File: src/hw/rtl/time_string_to_hundredths_assert.svh
// Assertion macros for the time text parser RTL.
`ifndef TIME_STRING_TO_HUNDREDTHS_ASSERT_SVH
`define TIME_STRING_TO_HUNDREDTHS_ASSERT_SVH

// Same-cycle implication, disabled while reset is asserted.
`define TSH_ASSERT_IMPL(label, clk, rstn, ante, cons) \
    label: assert property (@(posedge clk) disable iff (!(rstn)) (ante) |-> (cons)) \
        else $error("tsh assertion failed");

// Next-cycle implication, disabled while reset is asserted.
`define TSH_ASSERT_NEXT(label, clk, rstn, ante, cons) \
    label: assert property (@(posedge clk) disable iff (!(rstn)) (ante) |=> (cons)) \
        else $error("tsh assertion failed");

`endif

File: src/hw/rtl/tsh_pkg.sv
// Types and constants for the time text parser.
package tsh_pkg;

    localparam int VALUE_W = 30;

    localparam logic [7:0] CHAR_ZERO = 8'h30;
    localparam logic [7:0] CHAR_NINE = 8'h39;
    localparam logic [7:0] CHAR_DOT  = 8'h2E;

    localparam logic [2:0] PREFIX_LEN = 3'd4;
    localparam logic [2:0] NO_PREFIX  = 3'd5;

    localparam logic [1:0] FIELD_MIN  = 2'd0;
    localparam logic [1:0] FIELD_SEC  = 2'd1;
    localparam logic [1:0] FIELD_HUND = 2'd2;
    localparam logic [1:0] FIELD_DONE = 2'd3;

    localparam logic [6:0] SEC_SAT  = 7'd60;
    localparam logic [6:0] SEC_MAX  = 7'd59;
    localparam logic [6:0] HUND_SAT = 7'd100;
    localparam logic [6:0] HUND_MAX = 7'd99;

    localparam int MIN_TO_HUND = 6000;
    localparam int SEC_TO_HUND = 100;

    typedef enum logic [1:0] {
        KIND_TIME     = 2'd0,
        KIND_FROM_END = 2'd1,
        KIND_END_MARK = 2'd2,
        KIND_INVALID  = 2'd3
    } result_kind_t;

    // Finished parse handed from the scanner to the arithmetic stage
    typedef struct packed {
        result_kind_t kind;
        logic [5:0]   seconds;
        logic [9:0]   hundredths;
    } tsh_job_t;

    // Characters of the "EOF-" prefix
    function automatic logic [7:0] prefix_char(input logic [1:0] idx);
        logic [7:0] ch;
        case (idx)
            2'd0:    ch = 8'h45;
            2'd1:    ch = 8'h4F;
            2'd2:    ch = 8'h46;
            default: ch = 8'h2D;
        endcase
        return ch;
    endfunction

endpackage

File: src/hw/rtl/tsh_scan.sv
// Per-character parser state and the finished-parse register.
module tsh_scan #(
    parameter int MINUTE_BITS = 16
) (
    input  logic                    aclk,
    input  logic                    aresetn,
    input  logic                    s_valid,
    output logic                    s_ready,
    input  logic [7:0]              s_text_char,
    input  logic                    s_last_char,
    output logic                    job_valid,
    input  logic                    calc_ready,
    output tsh_pkg::tsh_job_t       job,
    output logic [MINUTE_BITS-1:0]  job_minutes
);
    import tsh_pkg::*;

    localparam int MIN_W  = MINUTE_BITS + 1;
    localparam int PROD_W = MINUTE_BITS + 5;
    localparam logic [PROD_W-1:0] MIN_LIMIT = PROD_W'(1) << MINUTE_BITS;

    logic [2:0]        prefix_reg, prefix_next;
    logic              from_end_reg, from_end_next;
    logic [1:0]        field_reg, field_next;
    logic              has_digit_reg, has_digit_next;
    logic [1:0]        matched_reg, matched_next;
    logic [MIN_W-1:0]  minutes_reg, minutes_next;
    logic [6:0]        seconds_reg, seconds_next;
    logic [6:0]        hund_reg, hund_next;
    logic              bad_reg, bad_next;
    logic [3:0]        count_reg, count_next;
    logic [1:0]        dots_reg, dots_next;
    logic              job_valid_reg, job_valid_next;
    tsh_job_t          job_reg, job_next;
    logic [MINUTE_BITS-1:0] job_min_reg, job_min_next;

    logic              s_fire;
    logic              is_digit;
    logic              is_dot;
    logic [3:0]        digit;
    logic [PROD_W-1:0] min_prod;
    logic [MIN_W-1:0]  min_sat;
    logic [9:0]        sec_prod;
    logic [9:0]        hund_prod;
    logic [6:0]        sec_sat;
    logic [6:0]        hund_sat;

    assign s_ready     = !job_valid_reg || calc_ready;
    assign s_fire      = s_valid && s_ready;
    assign job_valid   = job_valid_reg;
    assign job         = job_reg;
    assign job_minutes = job_min_reg;

    assign is_digit = (s_text_char >= CHAR_ZERO) && (s_text_char <= CHAR_NINE);
    assign is_dot   = (s_text_char == CHAR_DOT);
    assign digit    = s_text_char[3:0];

    // Decimal accumulate with saturation, one digit per transfer
    assign min_prod  = PROD_W'(minutes_reg) * PROD_W'(10) + PROD_W'(digit);
    assign min_sat   = (min_prod > MIN_LIMIT) ? MIN_LIMIT[MIN_W-1:0] : min_prod[MIN_W-1:0];
    assign sec_prod  = 10'(seconds_reg) * 10'd10 + 10'(digit);
    assign hund_prod = 10'(hund_reg) * 10'd10 + 10'(digit);
    assign sec_sat   = (sec_prod > 10'(SEC_SAT)) ? SEC_SAT : sec_prod[6:0];
    assign hund_sat  = (hund_prod > 10'(HUND_SAT)) ? HUND_SAT : hund_prod[6:0];

    always_comb begin
        logic scan_en;
        logic invalid;
        prefix_next    = prefix_reg;
        from_end_next  = from_end_reg;
        field_next     = field_reg;
        has_digit_next = has_digit_reg;
        matched_next   = matched_reg;
        minutes_next   = minutes_reg;
        seconds_next   = seconds_reg;
        hund_next      = hund_reg;
        bad_next       = bad_reg;
        count_next     = count_reg;
        dots_next      = dots_reg;
        job_next       = job_reg;
        job_min_next   = job_min_reg;
        job_valid_next = job_valid_reg && !calc_ready;
        scan_en        = 1'b0;
        invalid        = 1'b0;

        if (s_fire) begin
            scan_en = 1'b1;
            if (prefix_reg < PREFIX_LEN) begin
                if (s_text_char == prefix_char(prefix_reg[1:0])) begin
                    prefix_next = prefix_reg + 3'd1;
                    scan_en     = 1'b0;
                    if (prefix_reg == PREFIX_LEN - 3'd1) begin
                        from_end_next = 1'b1;
                    end
                end else begin
                    // a started prefix that departs from "EOF-" spoils the text
                    if (prefix_reg != 3'd0) begin
                        bad_next = 1'b1;
                    end
                    prefix_next = NO_PREFIX;
                end
            end

            if (scan_en) begin
                if (count_reg != 4'hF) begin
                    count_next = count_reg + 4'd1;
                end
                dots_next = {dots_reg[0], is_dot};
                if (!is_digit && !is_dot) begin
                    bad_next = 1'b1;
                end else if (field_reg != FIELD_DONE) begin
                    if (is_digit) begin
                        if (!has_digit_reg) begin
                            has_digit_next = 1'b1;
                            if (matched_reg != 2'd3) begin
                                matched_next = matched_reg + 2'd1;
                            end
                        end
                        case (field_reg)
                            FIELD_MIN: minutes_next = min_sat;
                            FIELD_SEC: seconds_next = sec_sat;
                            default:   hund_next    = hund_sat;
                        endcase
                    end else if (has_digit_reg && field_reg < FIELD_HUND) begin
                        field_next     = field_reg + 2'd1;
                        has_digit_next = 1'b0;
                    end else begin
                        field_next = FIELD_DONE;
                    end
                end
            end

            if (s_last_char) begin
                job_valid_next     = 1'b1;
                job_next.seconds   = seconds_next[5:0];
                job_next.hundredths = 10'(hund_next);
                job_min_next       = minutes_next[MINUTE_BITS-1:0];
                if (!scan_en) begin
                    // text ended inside the prefix: only "EOF" is meaningful
                    job_next.kind = (prefix_next == 3'd3) ? KIND_END_MARK : KIND_INVALID;
                end else begin
                    invalid = bad_next || (matched_next < 2'd2) ||
                              (seconds_next > SEC_MAX) || (hund_next > HUND_MAX) ||
                              minutes_next[MINUTE_BITS];
                    if (invalid) begin
                        job_next.kind = KIND_INVALID;
                    end else begin
                        job_next.kind = from_end_next ? KIND_FROM_END : KIND_TIME;
                    end
                    // a dot just before the last digit means tenths
                    if (count_next >= 4'd2 && dots_next[1]) begin
                        job_next.hundredths = 10'(hund_next) * 10'd10;
                    end
                end
                prefix_next    = 3'd0;
                from_end_next  = 1'b0;
                field_next     = FIELD_MIN;
                has_digit_next = 1'b0;
                matched_next   = 2'd0;
                minutes_next   = '0;
                seconds_next   = 7'd0;
                hund_next      = 7'd0;
                bad_next       = 1'b0;
                count_next     = 4'd0;
                dots_next      = 2'd0;
            end
        end
    end

    always_ff @(posedge aclk) begin
        if (!aresetn) begin
            prefix_reg    <= 3'd0;
            from_end_reg  <= 1'b0;
            field_reg     <= FIELD_MIN;
            has_digit_reg <= 1'b0;
            matched_reg   <= 2'd0;
            minutes_reg   <= '0;
            seconds_reg   <= 7'd0;
            hund_reg      <= 7'd0;
            bad_reg       <= 1'b0;
            count_reg     <= 4'd0;
            dots_reg      <= 2'd0;
            job_valid_reg <= 1'b0;
        end else begin
            prefix_reg    <= prefix_next;
            from_end_reg  <= from_end_next;
            field_reg     <= field_next;
            has_digit_reg <= has_digit_next;
            matched_reg   <= matched_next;
            minutes_reg   <= minutes_next;
            seconds_reg   <= seconds_next;
            hund_reg      <= hund_next;
            bad_reg       <= bad_next;
            count_reg     <= count_next;
            dots_reg      <= dots_next;
            job_valid_reg <= job_valid_next;
        end
    end

    always_ff @(posedge aclk) begin
        job_reg     <= job_next;
        job_min_reg <= job_min_next;
    end

endmodule

File: src/hw/rtl/tsh_calc.sv
// Total in hundredths from a finished parse, into the result register.
module tsh_calc #(
    parameter int MINUTE_BITS = 16
) (
    input  logic                          aclk,
    input  logic                          aresetn,
    input  logic                          job_valid,
    output logic                          calc_ready,
    input  tsh_pkg::tsh_job_t             job,
    input  logic [MINUTE_BITS-1:0]        job_minutes,
    output logic                          m_valid,
    input  logic                          m_ready,
    output logic signed [tsh_pkg::VALUE_W-1:0] m_time_value,
    output logic [1:0]                    m_result_kind
);
    import tsh_pkg::*;

    localparam int SUM_W = (MINUTE_BITS + 14 > VALUE_W) ? MINUTE_BITS + 14 : VALUE_W;

    logic                      m_valid_reg, m_valid_next;
    logic signed [VALUE_W-1:0] value_reg, value_next;
    result_kind_t              kind_reg, kind_next;
    logic [SUM_W-1:0]          total;
    logic [SUM_W-1:0]          signed_total;
    logic                      job_fire;

    assign calc_ready = !m_valid_reg || m_ready;
    assign job_fire   = job_valid && calc_ready;

    assign total = SUM_W'(job_minutes) * SUM_W'(MIN_TO_HUND) +
                   SUM_W'(job.seconds) * SUM_W'(SEC_TO_HUND) +
                   SUM_W'(job.hundredths);
    // low bits of the wide negation equal the negation modulo the output width
    assign signed_total = (job.kind == KIND_FROM_END) ? (SUM_W'(0) - total) : total;

    always_comb begin
        m_valid_next = m_valid_reg && !m_ready;
        value_next   = value_reg;
        kind_next    = kind_reg;
        if (job_fire) begin
            m_valid_next = 1'b1;
            kind_next    = job.kind;
            if (job.kind == KIND_TIME || job.kind == KIND_FROM_END) begin
                value_next = $signed(signed_total[VALUE_W-1:0]);
            end else begin
                value_next = '0;
            end
        end
    end

    always_ff @(posedge aclk) begin
        if (!aresetn) begin
            m_valid_reg <= 1'b0;
        end else begin
            m_valid_reg <= m_valid_next;
        end
    end

    always_ff @(posedge aclk) begin
        value_reg <= value_next;
        kind_reg  <= kind_next;
    end

    assign m_valid       = m_valid_reg;
    assign m_time_value  = value_reg;
    assign m_result_kind = kind_reg;

endmodule

File: src/hw/rtl/time_string_to_hundredths.sv
// Path: the parse of a text is registered in the finished-parse register, then in the result register.
// Throughput: one character per cycle while s_ready is high; the scanner state updates every transfer.
// The finished-parse register and the result register each hold one item, so
// s_ready drops only when both are full and m_ready is low.
// Reset: synchronous, active-low aresetn clears the parser state and both valids.
`include "time_string_to_hundredths_assert.svh"

module time_string_to_hundredths #(
    parameter int MINUTE_BITS = 16
) (
    input  logic                aclk,
    input  logic                aresetn,
    input  logic                s_valid,
    output logic                s_ready,
    input  logic [7:0]          s_text_char,
    input  logic                s_last_char,
    output logic                m_valid,
    input  logic                m_ready,
    output logic signed [29:0]  m_time_value,
    output logic [1:0]          m_result_kind
);
    import tsh_pkg::*;

    logic                   job_valid;
    logic                   calc_ready;
    tsh_job_t               job;
    logic [MINUTE_BITS-1:0] job_minutes;

    tsh_scan #(
        .MINUTE_BITS (MINUTE_BITS)
    ) u_scan (
        .aclk        (aclk),
        .aresetn     (aresetn),
        .s_valid     (s_valid),
        .s_ready     (s_ready),
        .s_text_char (s_text_char),
        .s_last_char (s_last_char),
        .job_valid   (job_valid),
        .calc_ready  (calc_ready),
        .job         (job),
        .job_minutes (job_minutes)
    );

    tsh_calc #(
        .MINUTE_BITS (MINUTE_BITS)
    ) u_calc (
        .aclk          (aclk),
        .aresetn       (aresetn),
        .job_valid     (job_valid),
        .calc_ready    (calc_ready),
        .job           (job),
        .job_minutes   (job_minutes),
        .m_valid       (m_valid),
        .m_ready       (m_ready),
        .m_time_value  (m_time_value),
        .m_result_kind (m_result_kind)
    );

    `TSH_ASSERT_IMPL(a_zero_value_kinds, aclk, aresetn, m_valid && (m_result_kind == KIND_END_MARK || m_result_kind == KIND_INVALID), m_time_value == '0)
    `TSH_ASSERT_IMPL(a_stall_only_when_full, aclk, aresetn, !s_ready, job_valid && m_valid && !m_ready)
    `TSH_ASSERT_NEXT(a_job_held_on_stall, aclk, aresetn, job_valid && m_valid && !m_ready, job_valid)

endmodule
File: config.mk
export PLATFORM = sky130hd
export DESIGN_NAME = time_string_to_hundredths
export DESIGN_NICKNAME = d
export VERILOG_FILES = /design/src/hw/rtl/tsh_pkg.sv /design/src/hw/rtl/tsh_scan.sv /design/src/hw/rtl/tsh_calc.sv /design/src/hw/rtl/time_string_to_hundredths.sv
export VERILOG_INCLUDE_DIRS = /design/src /design/src/hw/rtl
export SDC_FILE = /design/constraint.sdc
export NUM_CORES = 1
export LEC_CHECK = 0
export ABC_AREA = 1
export BUFFER_PORTS_ARGS = -buffer_cell sky130_fd_sc_hd__buf_4
export CORE_MARGIN = 4
export CORE_UTILIZATION = 30
export DETAILED_ROUTE_END_ITERATION = 6
export GPL_ROUTABILITY_DRIVEN = 1
export PLACE_DENSITY_LB_ADDON = 0.2
export SKIP_CTS_REPAIR_TIMING = 1
export SYNTH_ARGS = -nofsm -noshare
export SYNTH_HDL_FRONTEND = slang
export SYNTH_SLANG_ARGS = --single-unit
File: constraint.sdc
create_clock -name aclk -period 10.5 [get_ports aclk]
set_input_delay 0.525 -clock aclk [delete_from_list [all_inputs] [get_ports aclk]]
set_output_delay 0.525 -clock aclk [all_outputs]
set_load 0.03 [all_outputs]
# ---- Word level (Yosys, flattened, before mapping)
# Cells that the tools add are included.
# Widths: inputs -> output; s select.
dict set report op_classes {
  div 0
  magnitude_cmp 11
  reduce_logical 34
  bitwise_logic 0
  eq_ne 14
  n_addsub 10
  shifts 0
  n_mux 83
  multipliers 6
}
# cell n
set ops {}
lappend ops {{$mux 17} 8}
lappend ops {{$mux 7} 18}
lappend ops {{$mux 2} 19}
lappend ops {{$add 29x13->30} 1}
lappend ops {{$add 30x10->30} 1}
lappend ops {{$mux 30} 1}
lappend ops {{$sub 1x30->30 const A} 1}
lappend ops {{$mul 7x3->9 const B} 3}
lappend ops {{$mux 1} 26}
lappend ops {{$mul 16x9->25 const B} 1}
lappend ops {{$add 21x4->21} 1}
lappend ops {{$gt 21x17->1 const B} 1}
lappend ops {{$pmux 7 s3} 1}
lappend ops {{$add 10x4->10} 2}
lappend ops {{$mul 17x3->20 const B} 1}
lappend ops {{$mux 4} 4}
lappend ops {{$mux 8} 2}
lappend ops {{$mux 3} 4}
lappend ops {{$mul 6x5->11 const B} 1}
lappend ops {{$gt 10x6->1 const B} 1}
lappend ops {{$gt 10x7->1 const B} 1}
lappend ops {{$reduce_and 5->1} 2}
lappend ops {{$eq 8x6->1 const B} 1}
lappend ops {{$eq 8x8->1} 1}
lappend ops {{24 further kinds} 56}
dict set report word_totals {
  out_inout_bits 34
  latchBits 0
  rom_bits 0
  ramBits 0
  memories 0
  input_bits 13
  word_cells 179
  ff_bits 115
}

# ---- Longest topological paths before layout
# Gate-level depths: netlist of the first run.
dict set report depth {
  ltp_word 18
  mapped_depth 34
  mapped_depth_nobuf 34
}

# ---- By module
# From an unflattened synthesis of the first run, not the netlist that was laid out.
dict set report unflattened {
  hier_cells 2149
  hier_area_um2 15229.6
}
# module cells_each seq_area_each_um2 instances area_each_um2
set by_module_without_submodules {}
lappend by_module_without_submodules {tsh_calc 1084 980.9 1 7907.6}
lappend by_module_without_submodules {tsh_scan 1065 1981.9 1 7322.0}

# ---- Worst setup path after synthesis of the first run
# No wires, ideal clock.
dict set report synth_path {
  path_type {flip-flop to flip-flop}
  from {register u_scan.job_min_reg[5], in the netlist u_scan.job_minutes[5]}
  to {register u_calc.value_reg[29], in the netlist u_calc.m_time_value[29], data pin}
  t_required_ns 10.245
  setup_ns 0.255
  stages_incl_launch_ff 28
  arrival_time_ns 5.540
  slack_ns 4.705
  path_cell_list {edfxtp_1 > fa_1 > inv_1 > fa_1 > fa_1 > fa_1 > inv_1 > ha_1 > a21oi_1 > nand2_1 > xor2_1 > ha_1 > ha_1 > nand2_1 > nor2_1 > nand3_1 > nand3_1 > nand3_1 > nor2_2 > nand2_1 > nand2_1 > nand2_2 > nor2_1 > nand4_1 > nor2_2 > nand4_1 > a21oi_1 > nor2_1}
}
dict set report synth_between {
  elab_chain_len 5
}
# item line
set synth_lines {}
lappend synth_lines {{from (decl)} tsh_scan.sv:35} ;# logic [MINUTE_BITS-1:0] job_min_reg, job_min_next;
lappend synth_lines {{from (signal assigned)} tsh_scan.sv:202} ;# job_min_reg <= job_min_next;
lappend synth_lines {{$mul 16x9->25 *} tsh_calc.sv:30} ;# assign total = SUM_W'(job_minutes) * SUM_W'(MIN_TO_HUND) +
lappend synth_lines {{$add 29x13->30 *} tsh_calc.sv:30}
lappend synth_lines {{$add 30x10->30 *} tsh_calc.sv:31} ;# SUM_W'(job.seconds) * SUM_W'(SEC_TO_HUND) +
lappend synth_lines {{$sub 1x30->30} tsh_calc.sv:34} ;# assign signed_total = (job.kind == KIND_FROM_END) ? (SUM_W'(0) - total) : total;
lappend synth_lines {{$mux 30 *} tsh_calc.sv:34}
lappend synth_lines {{to (signal assigned)} tsh_calc.sv:60} ;# value_reg <= value_next;
lappend synth_lines {{to (decl)} tsh_calc.sv:21} ;# logic signed [VALUE_W-1:0] value_reg, value_next;
# Every way passes the cells marked *; elsewhere a longest branch is shown, timed or not.
# A chain may end at the register's enable or synchronous reset.

# ---- Final worst setup path of the first run
dict set report layout_path {
  from {register u_scan.job_min_reg[5], in the netlist u_scan.job_minutes[5]}
  to {register u_calc.value_reg[28], in the netlist u_calc.m_time_value[28], data pin}
}
# Same word-level chain as after synthesis.

==> flow_metrics.env, run 1 <==
export IMPL_drtPass1Iterations=5
export IMPL_ys_ff_latch=115
export IMPL_antenna_cells=0
export IMPL_grt_start_max_net_pins=45
export IMPL_largest_reg_flops=30
export IMPL_clk_latency_ns=0.44
export IMPL_rows=80
export IMPL_dieWidth_um=228.2
export IMPL_hold_viol=0
export IMPL_fin_area_mm2=0.01613
export IMPL_fillerInstances=5172
export IMPL_yosysMostFrequentCell="nand2_1"
export IMPL_port_buffers=46
export IMPL_synth_area_leaders="ha_1 (16%), edfxtp_1 (14%), nand2_1 (13%)"
export IMPL_cts_sinks=115
export IMPL_layout_nets=2351
export IMPL_max_cap_violations=0
export IMPL_post_drt_wl_per_cell_um=12.49
export IMPL_power_leakage_nw=8.101
export IMPL_slew_viol_final=0
export IMPL_grt_overflow=0
export IMPL_end_kind="flip-flop"
export IMPL_netlist_top_cells_count="nand2_1 (490), inv_1 (404), ha_1 (187)"
export IMPL_reg2reg_slack_ns=4.24
export IMPL_dr_first_iter_drc_count=537
export IMPL_period_share_pct=59.60
export IMPL_place_gp_congestion=0.8168
export IMPL_ant_nets=0
export IMPL_htreeDepth=4
export IMPL_worst_hold_path_type="in -> reg"
export IMPL_grt_pass1_wl_mm=58.59
export IMPL_start_util_pct=30.42
export IMPL_dpl_hpwl_mm=28.15
export IMPL_cp_arrival_ns=6.46
export IMPL_rsz0062_at_grt="false"
export IMPL_crit_required_ns=10.70
export IMPL_viasPerCell=4.580
export IMPL_first_global_vias=12210
export IMPL_finalClockSkew_ns=0.01151
export IMPL_grt_use_total_pct=13.36
export IMPL_synth_top_area_share_pct=16.08
export IMPL_synth_edff_count=66
export IMPL_routed_wl_mm=33.68
export IMPL_dieArea_mm2=0.05210
export IMPL_remaining_drc_errors=0
export IMPL_core_area_mm2=0.04785
export IMPL_status="completed"
export IMPL_setup_tns_ns=0
export IMPL_finalSetupViolations=0
export IMPL_final_cells=2696
export IMPL_place_inst=2664
export IMPL_worstSetupStartpointType="flip-flop"
export IMPL_syn_to_final_growth_pct=10.81
export IMPL_synth_nets=2304
export IMPL_slew_headroom_pct=28.49
export IMPL_ir_drop_uv=94.66
export IMPL_path_max_fanout=7
export IMPL_numCtsBuffers=17
export IMPL_powerDensity_mw_per_mm2=162.1
export IMPL_drive_above_1_share_pct=9.803
export IMPL_fin_crit_ns=6.258
export IMPL_ys_async_sr_fraction_pct=0
export IMPL_cts_root_buf="clkbuf_16"
export IMPL_clk_pin_slew_ns=0.06
export IMPL_syn_area_mm2=0.01455
export IMPL_critPathKind="reg -> reg"
export IMPL_synthCells=2021
export IMPL_max_clock_freq_mhz=159.8
export IMPL_vias=12350
export IMPL_ios=47
export IMPL_worstMarginPinSlew_ns=1.070
export IMPL_yosys_cell_types_count=53
export IMPL_ys_flop_type="edfxtp_1"
export IMPL_yosys_area_top_type="ha_1"
export IMPL_ys_warn_count=0
export IMPL_cts_tree="done"
export IMPL_p_total_mw=2.615
export IMPL_final_util_pct=33.70
export IMPL_ctsLongestPathBuffers=2
export IMPL_avgSynthCellArea_um2=7.201
export IMPL_place_area_mm2=0.01553
export IMPL_die_y_um=228.2
export IMPL_grt_antenna_before_repair=0
export IMPL_ys_seq_area_share_pct=20.36
through the flow:
| stage | hold WS [ns] | worst slack, ns |
|---|---|---|
| 4_1_cts | 0.3033 | 4.222 |
| 3_3_place_gp | 0.4584 | 4.208 |
| 6_report | 0.3413 | 4.242 |
| 5_1_grt | 0.3304 | 3.654 |
| 2_1_floorplan | 0.4362 | 4.705 |
| 3_5_place_dp | 0.4623 | 4.227 |
worst paths after layout:
path | endpoint | start | depth (start not counted)
setup reg to reg | u_calc.m_time_value[28]$_SDFFCE_PN0P_ | u_scan.job_minutes[5]$_DFFE_PP_ | 26
hold / removal | u_scan.job_valid$_SDFF_PN0_ | aresetn | 3
setup / recovery | u_calc.m_time_value[28]$_SDFFCE_PN0P_ | u_scan.job_minutes[5]$_DFFE_PP_ | 26
hold reg to reg | u_scan.dots_reg[0]$_SDFFE_PN0P_ | u_scan.dots_reg[0]$_SDFFE_PN0P_ | 2
area by class of cell:
cell class	count	area [µm²]	area share, %
Inverter	413	1550	9.614
Clock buffer	23	531.8	3.298
Sequential cell	115	2963	18.37
Clock inverter	9	58.81	0.3647
Timing Repair Buffer	51	382.9	2.374
Multi-Input combinational cell	1470	9869	61.20
Tap cell	615	769.5	4.772
logic make-up after synthesis:
| group | count (synthesis) | synth area share (%) |
|---|---|---|
| and+or+nand+nor | 942 | 29.13 |
| buffers and inverters | 436 | 11.95 |
| adders and majority gates | 270 | 27.50 |
| AOI/OAI and AO/OA | 215 | 8.211 |
| DFF | 115 | 20.36 |
| xor gates and xnor gates | 42 | 2.786 |
| muxes | 1 | 0.06878 |
metal layers:
metal,global-route usage [%],up-vias,wire [µm]
met3,2.108,24,972
met4,3.310,0,382
li1,-,6535,-
met5,0,-,0
met1,18.30,5635,16950
met2,22.11,153,15370
where the power goes:
| part | leakage, nW | switching (mW) | total (mW) | internal (mW) |
|---|---|---|---|---|
| clock network | 0.297 | 0.216 | 0.573 | 0.357 |
| logic | 6.78 | 1.04 | 1.54 | 0.496 |
| registers | 1.02 | 0.0110 | 0.504 | 0.493 |
| total | 8.10 | 1.27 | 2.61 | 1.35 |
worst max-delay path: stages, from the launching register on:
cell      delay [ns]
edfxtp_1        0.53
fa_1            0.59
inv_1           0.05
fa_1            0.51
fa_1            0.44
fa_1            0.54
inv_1           0.04
ha_1            0.38
a21oi_1         0.17
nand2_1         0.11
xor2_1          0.16
ha_1            0.28
ha_1            0.36
nand2_1         0.09
nor2_1          0.13
nand3_1         0.09
nand3_1         0.13
nand3_1         0.10
nand2_2         0.14
xor2_2          0.28
nand3_1         0.17
nor2_2          0.17
nand3_2         0.11
nor2_2          0.14
nand3_1         0.11
a21oi_1         0.14
nor2_1          0.06
cells in the final DEF (no fill, tap or decap), types with 50 or more instances in the layout:
master,Yosys,final
fa_1,83,83
a21oi_1,119,118
ha_1,187,187
buf_4,1,51
inv_1,404,404
nand3_1,118,118
nor2_1,158,157
o21ai_0,50,50
nand2_1,490,490
edfxtp_1,66,66
No activity file was read; power rests on OpenSTA's default activity.
==> inputs of run 2 (changes only) <==
--- a/config.mk
+++ b/config.mk
@@ -6,7 +6,7 @@
 export SDC_FILE = /design/constraint.sdc
 export NUM_CORES = 1
 export LEC_CHECK = 0
-export ABC_AREA = 1
+export ABC_AREA = 0
 export BUFFER_PORTS_ARGS = -buffer_cell sky130_fd_sc_hd__buf_4
 export CORE_MARGIN = 4
 export CORE_UTILIZATION = 30
==> constraint.sdc (replaced) <==
create_clock -name aclk -period 5.2 [get_ports aclk]
set_input_delay 0.26 -clock aclk [delete_from_list [all_inputs] [get_ports aclk]]
set_output_delay 0.26 -clock aclk [all_outputs]
set_load 0.03 [all_outputs]
==> flow_metrics.env, run 2 <==
export IMPL_final_util_pct=38.52
export IMPL_antenna_cells=0
export IMPL_grt_start_max_net_pins=36
export IMPL_clk_pin_slew_ns=0.07
export IMPL_grt_overflow=0
export IMPL_fillerInstances=4533
export IMPL_hold_viol=0
export IMPL_cts_tree="done"
export IMPL_grt_pass1_wl_mm=53.26
export IMPL_first_global_vias=10980
export IMPL_syn_to_final_growth_pct=27.06
export IMPL_worst_hold_path_type="in -> reg"
export IMPL_synth_top_area_share_pct=17.49
export IMPL_fin_crit_ns=6.197
export IMPL_grt_use_total_pct=13.35
export IMPL_slowest_delay_ns=0.57
export IMPL_synthCells=1528
export IMPL_place_gp_congestion=0.8129
export IMPL_yosysMostFrequentCell="inv_1"
export IMPL_slew_headroom_pct=31.12
export IMPL_layout_nets=2052
export IMPL_die_y_um=219.2
export IMPL_crit_slowest_cell="fa_1"
export IMPL_pre_cts_ws_ns=-1.142
export IMPL_ys_async_sr_fraction_pct=0
export IMPL_dieWidth_um=219.2
export IMPL_crit_chain="buf_4, fa_1, ha_1, ha_4, fa_1, inv_2, fa_2, inv_2, fa_1, ha_4, o21a_1, buf_4, buf_4, o21bai_4, a31oi_4, o211a_4, xnor2_2, nand2_1, or4_4, nand2b_4, buf_6, o21a_1, xor2_1, nor2_1"
export IMPL_start_util_pct=30.32
export IMPL_max_cap_violations=0
export IMPL_worstMarginPinSlew_ns=1.033
export IMPL_synth_edff_count=66
export IMPL_dr_first_iter_drc_count=379
export IMPL_port_buffers=46
export IMPL_yosys_cell_types_count=77
export IMPL_power_leakage_nw=8.011
export IMPL_path_max_fanout=6
export IMPL_largest_reg_flops=30
export IMPL_synth_nets=1811
export IMPL_drive_above_1_share_pct=21.38
export IMPL_cts_root_buf="clkbuf_16"
export IMPL_ys_flop_type="edfxtp_1"
export IMPL_remaining_drc_errors=0
export IMPL_ctsLongestPathBuffers=2
export IMPL_routed_wl_mm=31.54
export IMPL_powerDensity_mw_per_mm2=432.6
export IMPL_layout_commonest_cell="buf_4"
export IMPL_synth_area_leaders="ha_1 (17%), edfxtp_1 (15%), fa_1 (12%)"
export IMPL_fin_area_mm2=0.01700
export IMPL_syn_area_mm2=0.01338
export IMPL_setup_slack_ns=-0.9969
export IMPL_rsz0062_at_grt="true"
export IMPL_cpLargestDelayFamily="adder cells"
export IMPL_numCtsBuffers=17
export IMPL_max_clock_freq_mhz=161.4
export IMPL_finalSetupViolations=19
export IMPL_post_drt_wl_per_cell_um=13.28
export IMPL_core_area_mm2=0.04412
export IMPL_grt_antenna_before_repair=0
export IMPL_rows=77
export IMPL_p_total_mw=7.353
export IMPL_ys_ff_latch=114
export IMPL_place_area_mm2=0.01582
export IMPL_ys_seq_area_share_pct=22.00
export IMPL_layout_common_cells="buf_4 (245), inv_1 (242), ha_1 (176), nor2_1 (104), nand2_1 (96)"
export IMPL_htreeDepth=4
export IMPL_netlist_top_cells_count="inv_1 (248), ha_1 (187), nor2_1 (106)"
export IMPL_yosys_area_top_type="ha_1"
export IMPL_ir_drop_uv=316.3
export IMPL_dpl_hpwl_mm=25.88
export IMPL_clk_latency_ns=0.43
export IMPL_vias=11120
export IMPL_drtPass1Iterations=5
export IMPL_cp_arrival_ns=6.35
export IMPL_final_cells=2374
export IMPL_finalClockSkew_ns=0.01164
export IMPL_multi_input_area_mm2=0.009881
export IMPL_ant_nets=0
export IMPL_slew_viol_final=0
export IMPL_status="complete, but fails checks"
export IMPL_regArea_mm2=0.002943
export IMPL_cts_sinks=114
export IMPL_avgSynthCellArea_um2=8.754
export IMPL_dieArea_mm2=0.04803
export IMPL_crit_required_ns=5.35
export IMPL_violations="setup timing"
export IMPL_end_kind="flip-flop"
export IMPL_period_share_pct=119.2
export IMPL_ys_warn_count=0
export IMPL_place_inst=2319
export IMPL_ios=47
export IMPL_viasPerCell=4.682
export IMPL_path_buf_inv=6
export IMPL_worstSetupStartpointType="flip-flop"
export IMPL_critPathKind="reg -> reg"
## run 2: cell count changes in the layout (fill, tap and decap cells not counted), moves of 36 or more
cell / change
buf_4: +194
inv_1: -162
nor2_1: -53
nand2_2: -36
xnor2_1: +46
nand3_1: -94
a21oi_1: -44
nand2_1: -394
## run 2: kinds of logic after synthesis
group | after synthesis | share of synthesized area, %
buffers and inverters | 281 | 7.904
xor gates and xnor gates | 114 | 7.576
adders and majority gates | 270 | 29.91
muxes | 13 | 1.029
and+or+nand+nor | 410 | 15.47
DFF | 114 | 22.00
AOI/OAI and AO/OA | 326 | 16.11
## run 2: cell type report
class	instances	share of cell area (%)
multi-input cells	1133	58.13
inverters	248	5.477
flip-flops and latches	114	17.31
well taps	592	4.358
clock buffers	17	2.503
repair buffers	255	11.48
clock inverters	15	0.7288
## run 2: power breakdown
group / switching [mW] / internal (mW) / total (mW)
Clock: 0.489 / 0.621 / 1.11
Sequential: 0.0156 / 0.989 / 1.01
Combinational: 2.54 / 2.69 / 5.24
Total: 3.05 / 4.30 / 7.35
## run 2: final timing paths
kind / from / to / slack (ns) / cells past startpoint
setup / recovery: u_scan.job_minutes[5]$_DFFE_PP_ / u_calc.m_time_value[24]$_SDFFCE_PN0P_ / -1.0 / 24
hold reg to reg: u_scan.from_end_reg$_SDFFE_PN0P_ / u_scan.from_end_reg$_SDFFE_PN0P_ / 0.48 / 2
setup reg to reg: u_scan.job_minutes[5]$_DFFE_PP_ / u_calc.m_time_value[24]$_SDFFCE_PN0P_ / -1.0 / 24
hold / removal: m_ready / u_calc.m_valid$_SDFF_PN0_ / 0.19 / 3
## run 2: metrics by stage
step | setup TNS, ns | hold WS [ns]
floorplan | -10.22 | 0.4244
global placement | -12.76 | 0.4610
detailed placement | -13.28 | 0.4675
CTS | -13.89 | 0.1680
global route | -16.52 | 0.1987
finish | -12.22 | 0.1942
## run 2: worst register-to-register path, delay by kind of cell (launching register included)
family          cells  cell delay, ns
fa+ha+maj           7            2.85
simple gates        4            0.88
compound gates      5            0.86
buf+inv             6            0.64
flops               1            0.38
xor+xnor            2            0.30
## run 2: layer usage
metal	wire [µm]	GRT usage [%]	vias to the layer above	share of wire, %
met4	352	3.076	0	1.1
met3	885	1.800	25	2.8
met2	14780	22.36	137	47
met1	15510	18.35	5198	49
li1	-	-	5755	-
met5	0	0	-	0
==> inputs of run 3 (changes only) <==
--- a/config.mk
+++ b/config.mk
@@ -9,7 +9,8 @@
 export ABC_AREA = 0
 export BUFFER_PORTS_ARGS = -buffer_cell sky130_fd_sc_hd__buf_4
 export CORE_MARGIN = 4
-export CORE_UTILIZATION = 30
+export CORE_UTILIZATION = 59
+export CTS_BUF_LIST = sky130_fd_sc_hd__clkbuf_8
 export DETAILED_ROUTE_END_ITERATION = 6
 export GPL_ROUTABILITY_DRIVEN = 1
 export PLACE_DENSITY_LB_ADDON = 0.2
==> flow_metrics.env, run 3 (synthesis gave the netlist of run 2 again) <==
export IMPL_viasPerCell=5.669
export IMPL_antenna_cells=0
export IMPL_final_cells=2048
export IMPL_clk_pin_slew_ns=0.08
export IMPL_layout_common_cells="inv_1 (244), buf_4 (219), ha_1 (175), nor2_1 (104), nand2_1 (96)"
export IMPL_finalClockSkew_ns=0.01596
export IMPL_fin_crit_ns=6.330
export IMPL_dpl_hpwl_mm=23.93
export IMPL_hold_viol=0
export IMPL_routed_wl_mm=32.21
export IMPL_p_sw_share_pct=43.29
export IMPL_grt_start_max_net_pins=36
export IMPL_fillerInstances=1571
export IMPL_dr_first_iter_drc_count=665
export IMPL_place_inst=1996
export IMPL_port_buffers=46
export IMPL_numCtsBuffers=17
export IMPL_pwr_share_clk_pct=11.0
export IMPL_path_max_fanout=4
export IMPL_ios=47
export IMPL_layout_nets=2038
export IMPL_cts_tree="done"
export IMPL_crit_required_ns=5.40
export IMPL_first_global_vias=11120
export IMPL_die_y_um=158.6
export IMPL_finalSetupViolations=18
export IMPL_p_int_mw=4.203
export IMPL_cp_arrival_ns=6.53
export IMPL_critPathCapture="u_calc.m_time_value[28]$_SDFFCE_PN0P_"
export IMPL_max_cap_violations=0
export IMPL_power_leakage_nw=7.912
export IMPL_p_sw_mw=3.209
export IMPL_cts_root_buf="clkbuf_8"
export IMPL_grt_pass1_wl_mm=49.76
export IMPL_ctsLongestPathBuffers=2
export IMPL_reg2reg_depth=24
export IMPL_reg2reg_to="u_calc.m_time_value[28]$_SDFFCE_PN0P_"
export IMPL_status="complete, but fails checks"
export IMPL_drive_above_1_share_pct=20.87
export IMPL_rsz0062_at_grt="true"
export IMPL_ant_nets=0
export IMPL_slew_viol_final=0
export IMPL_critPathKind="reg -> reg"
export IMPL_grt_antenna_before_repair=0
export IMPL_dieArea_mm2=0.02514
export IMPL_rr_startpoint="u_scan.job_minutes[5]$_DFFE_PP_"
export IMPL_htreeDepth=4
export IMPL_start_util_pct=60.54
export IMPL_fin_area_mm2=0.01641
export IMPL_violations="DRC, setup timing"
export IMPL_whs_ns=0.1416
export IMPL_crit_slowest_cell="fa_1"
export IMPL_end_kind="flip-flop"
export IMPL_place_gp_congestion=0.9037
export IMPL_layout_commonest_cell="inv_1"
export IMPL_slew_headroom_pct=20.18
export IMPL_cts_sinks=114
export IMPL_post_drt_wl_per_cell_um=15.73
export IMPL_hp_start="m_ready"
export IMPL_sequentialPowerShare_pct=13.5
export IMPL_pre_cts_ws_ns=-1.134
export IMPL_clk_latency_ns=0.46
export IMPL_final_util_pct=74.27
export IMPL_ir_drop_uv=439.4
export IMPL_setup_tns_ns=-12.94
export IMPL_max_clock_freq_mhz=158.0
export IMPL_combinationalPowerShare_pct=75.5
export IMPL_period_share_pct=121.7
export IMPL_vias=11610
export IMPL_crit_chain="buf_6, fa_1, inv_1, fa_1, fa_1, fa_1, inv_2, ha_4, a21oi_2, xnor2_1, ha_1, ha_4, buf_6, buf_6, nand3b_1, o311a_1, o311ai_4, nor3_4, nand2_2, or4_4, nand2b_4, o41ai_4, xnor2_1, nor2_1"
export IMPL_dieWidth_um=158.6
export IMPL_place_area_mm2=0.01534
export IMPL_syn_to_final_growth_pct=22.67
export IMPL_grt_use_total_pct=23.91
export IMPL_core_area_mm2=0.02209
export IMPL_worst_hold_path_type="in -> reg"
export IMPL_rows=54
export IMPL_worstSetupStartpoint="u_scan.job_minutes[5]$_DFFE_PP_"
export IMPL_remaining_drc_errors=2
export IMPL_drtPass1Iterations=7
export IMPL_slowest_delay_ns=0.51
export IMPL_worstMarginPinSlew_ns=1.195
export IMPL_p_total_mw=7.411
export IMPL_grt_overflow=0
export IMPL_setup_slack_ns=-1.130
export IMPL_largest_reg_flops=30
export IMPL_worstSetupStartpointType="flip-flop"
export IMPL_crit_top_cell="fa_1"
export IMPL_reg2reg_slack_ns=-1.13
export IMPL_powerDensity_mw_per_mm2=451.6
run 3: changes by cell type in the layout (fill, tap and decap cells not counted), sizes merged:
cell | before | now
buf | 255 | 241
clkinv | 7 | 5
inv | 255 | 254
clkbuf | 17 | 18
bufinv | 0 | 2
run 3: cell type report:
type | instances | area, µm² | area share (%)
repair buffers | 241 | 1892 | 11.53
inverters | 248 | 930.9 | 5.673
multi-input cells | 1133 | 9922 | 60.47
well taps | 280 | 350.3 | 2.135
clock inverters | 14 | 123.9 | 0.7549
clock buffers | 18 | 247.7 | 1.510
flip-flops and latches | 114 | 2943 | 17.93
run 3: power groups by stage:
| stage | Combinational, mW | Clock [mW] | Sequential, mW |
|---|---|---|---|
| detailed placement | 4.46 | 0 | 1.02 |
| global placement | 4.36 | 0 | 1.02 |
| global route | 6.04 | 0.852 | 1.01 |
| CTS | 4.51 | 0.816 | 1.00 |
| floorplan | 2.66 | 0 | 1.05 |
| finish | 5.59 | 0.813 | 1.00 |
run 3: metal layers:
layer	GRT usage, %	wire length [µm]	vias to the layer above
li1	-	-	5714
met2	42.48	16270	278
met4	5.565	788	0
met3	3.452	1429	81
met1	30.84	13720	5537
met5	0	0	-
run 3: worst max-delay path: cells and delay by family (launching register included):
kind | cells | cell delay [ns]
XOR/XNOR | 2 | 0.27
AO/OA/AOI/OAI | 4 | 0.83
buffers and inverters | 5 | 0.50
AND/OR/NAND/NOR | 6 | 1.20
adder cells (fa/ha/maj) | 7 | 2.80
flip-flops | 1 | 0.47
run 3: how the worst min path moves through the flow:
| stage | cells after the start | slack [ns] | to |
|---|---|---|---|
| 2_1_floorplan | 0 | 0.42 | u_calc.m_result_kind[0]$_DFFE_PP_ |
| 3_3_place_gp | 2 | 0.45 | u_scan.from_end_reg$_SDFFE_PN0P_ |
| 3_5_place_dp | 2 | 0.46 | u_scan.from_end_reg$_SDFFE_PN0P_ |
| 6_report | 3 | 0.14 | u_calc.m_valid$_SDFF_PN0_ |
| 4_1_cts | 3 | 0.15 | u_calc.m_valid$_SDFF_PN0_ |
| 5_1_grt | 3 | 0.17 | u_calc.m_valid$_SDFF_PN0_ |
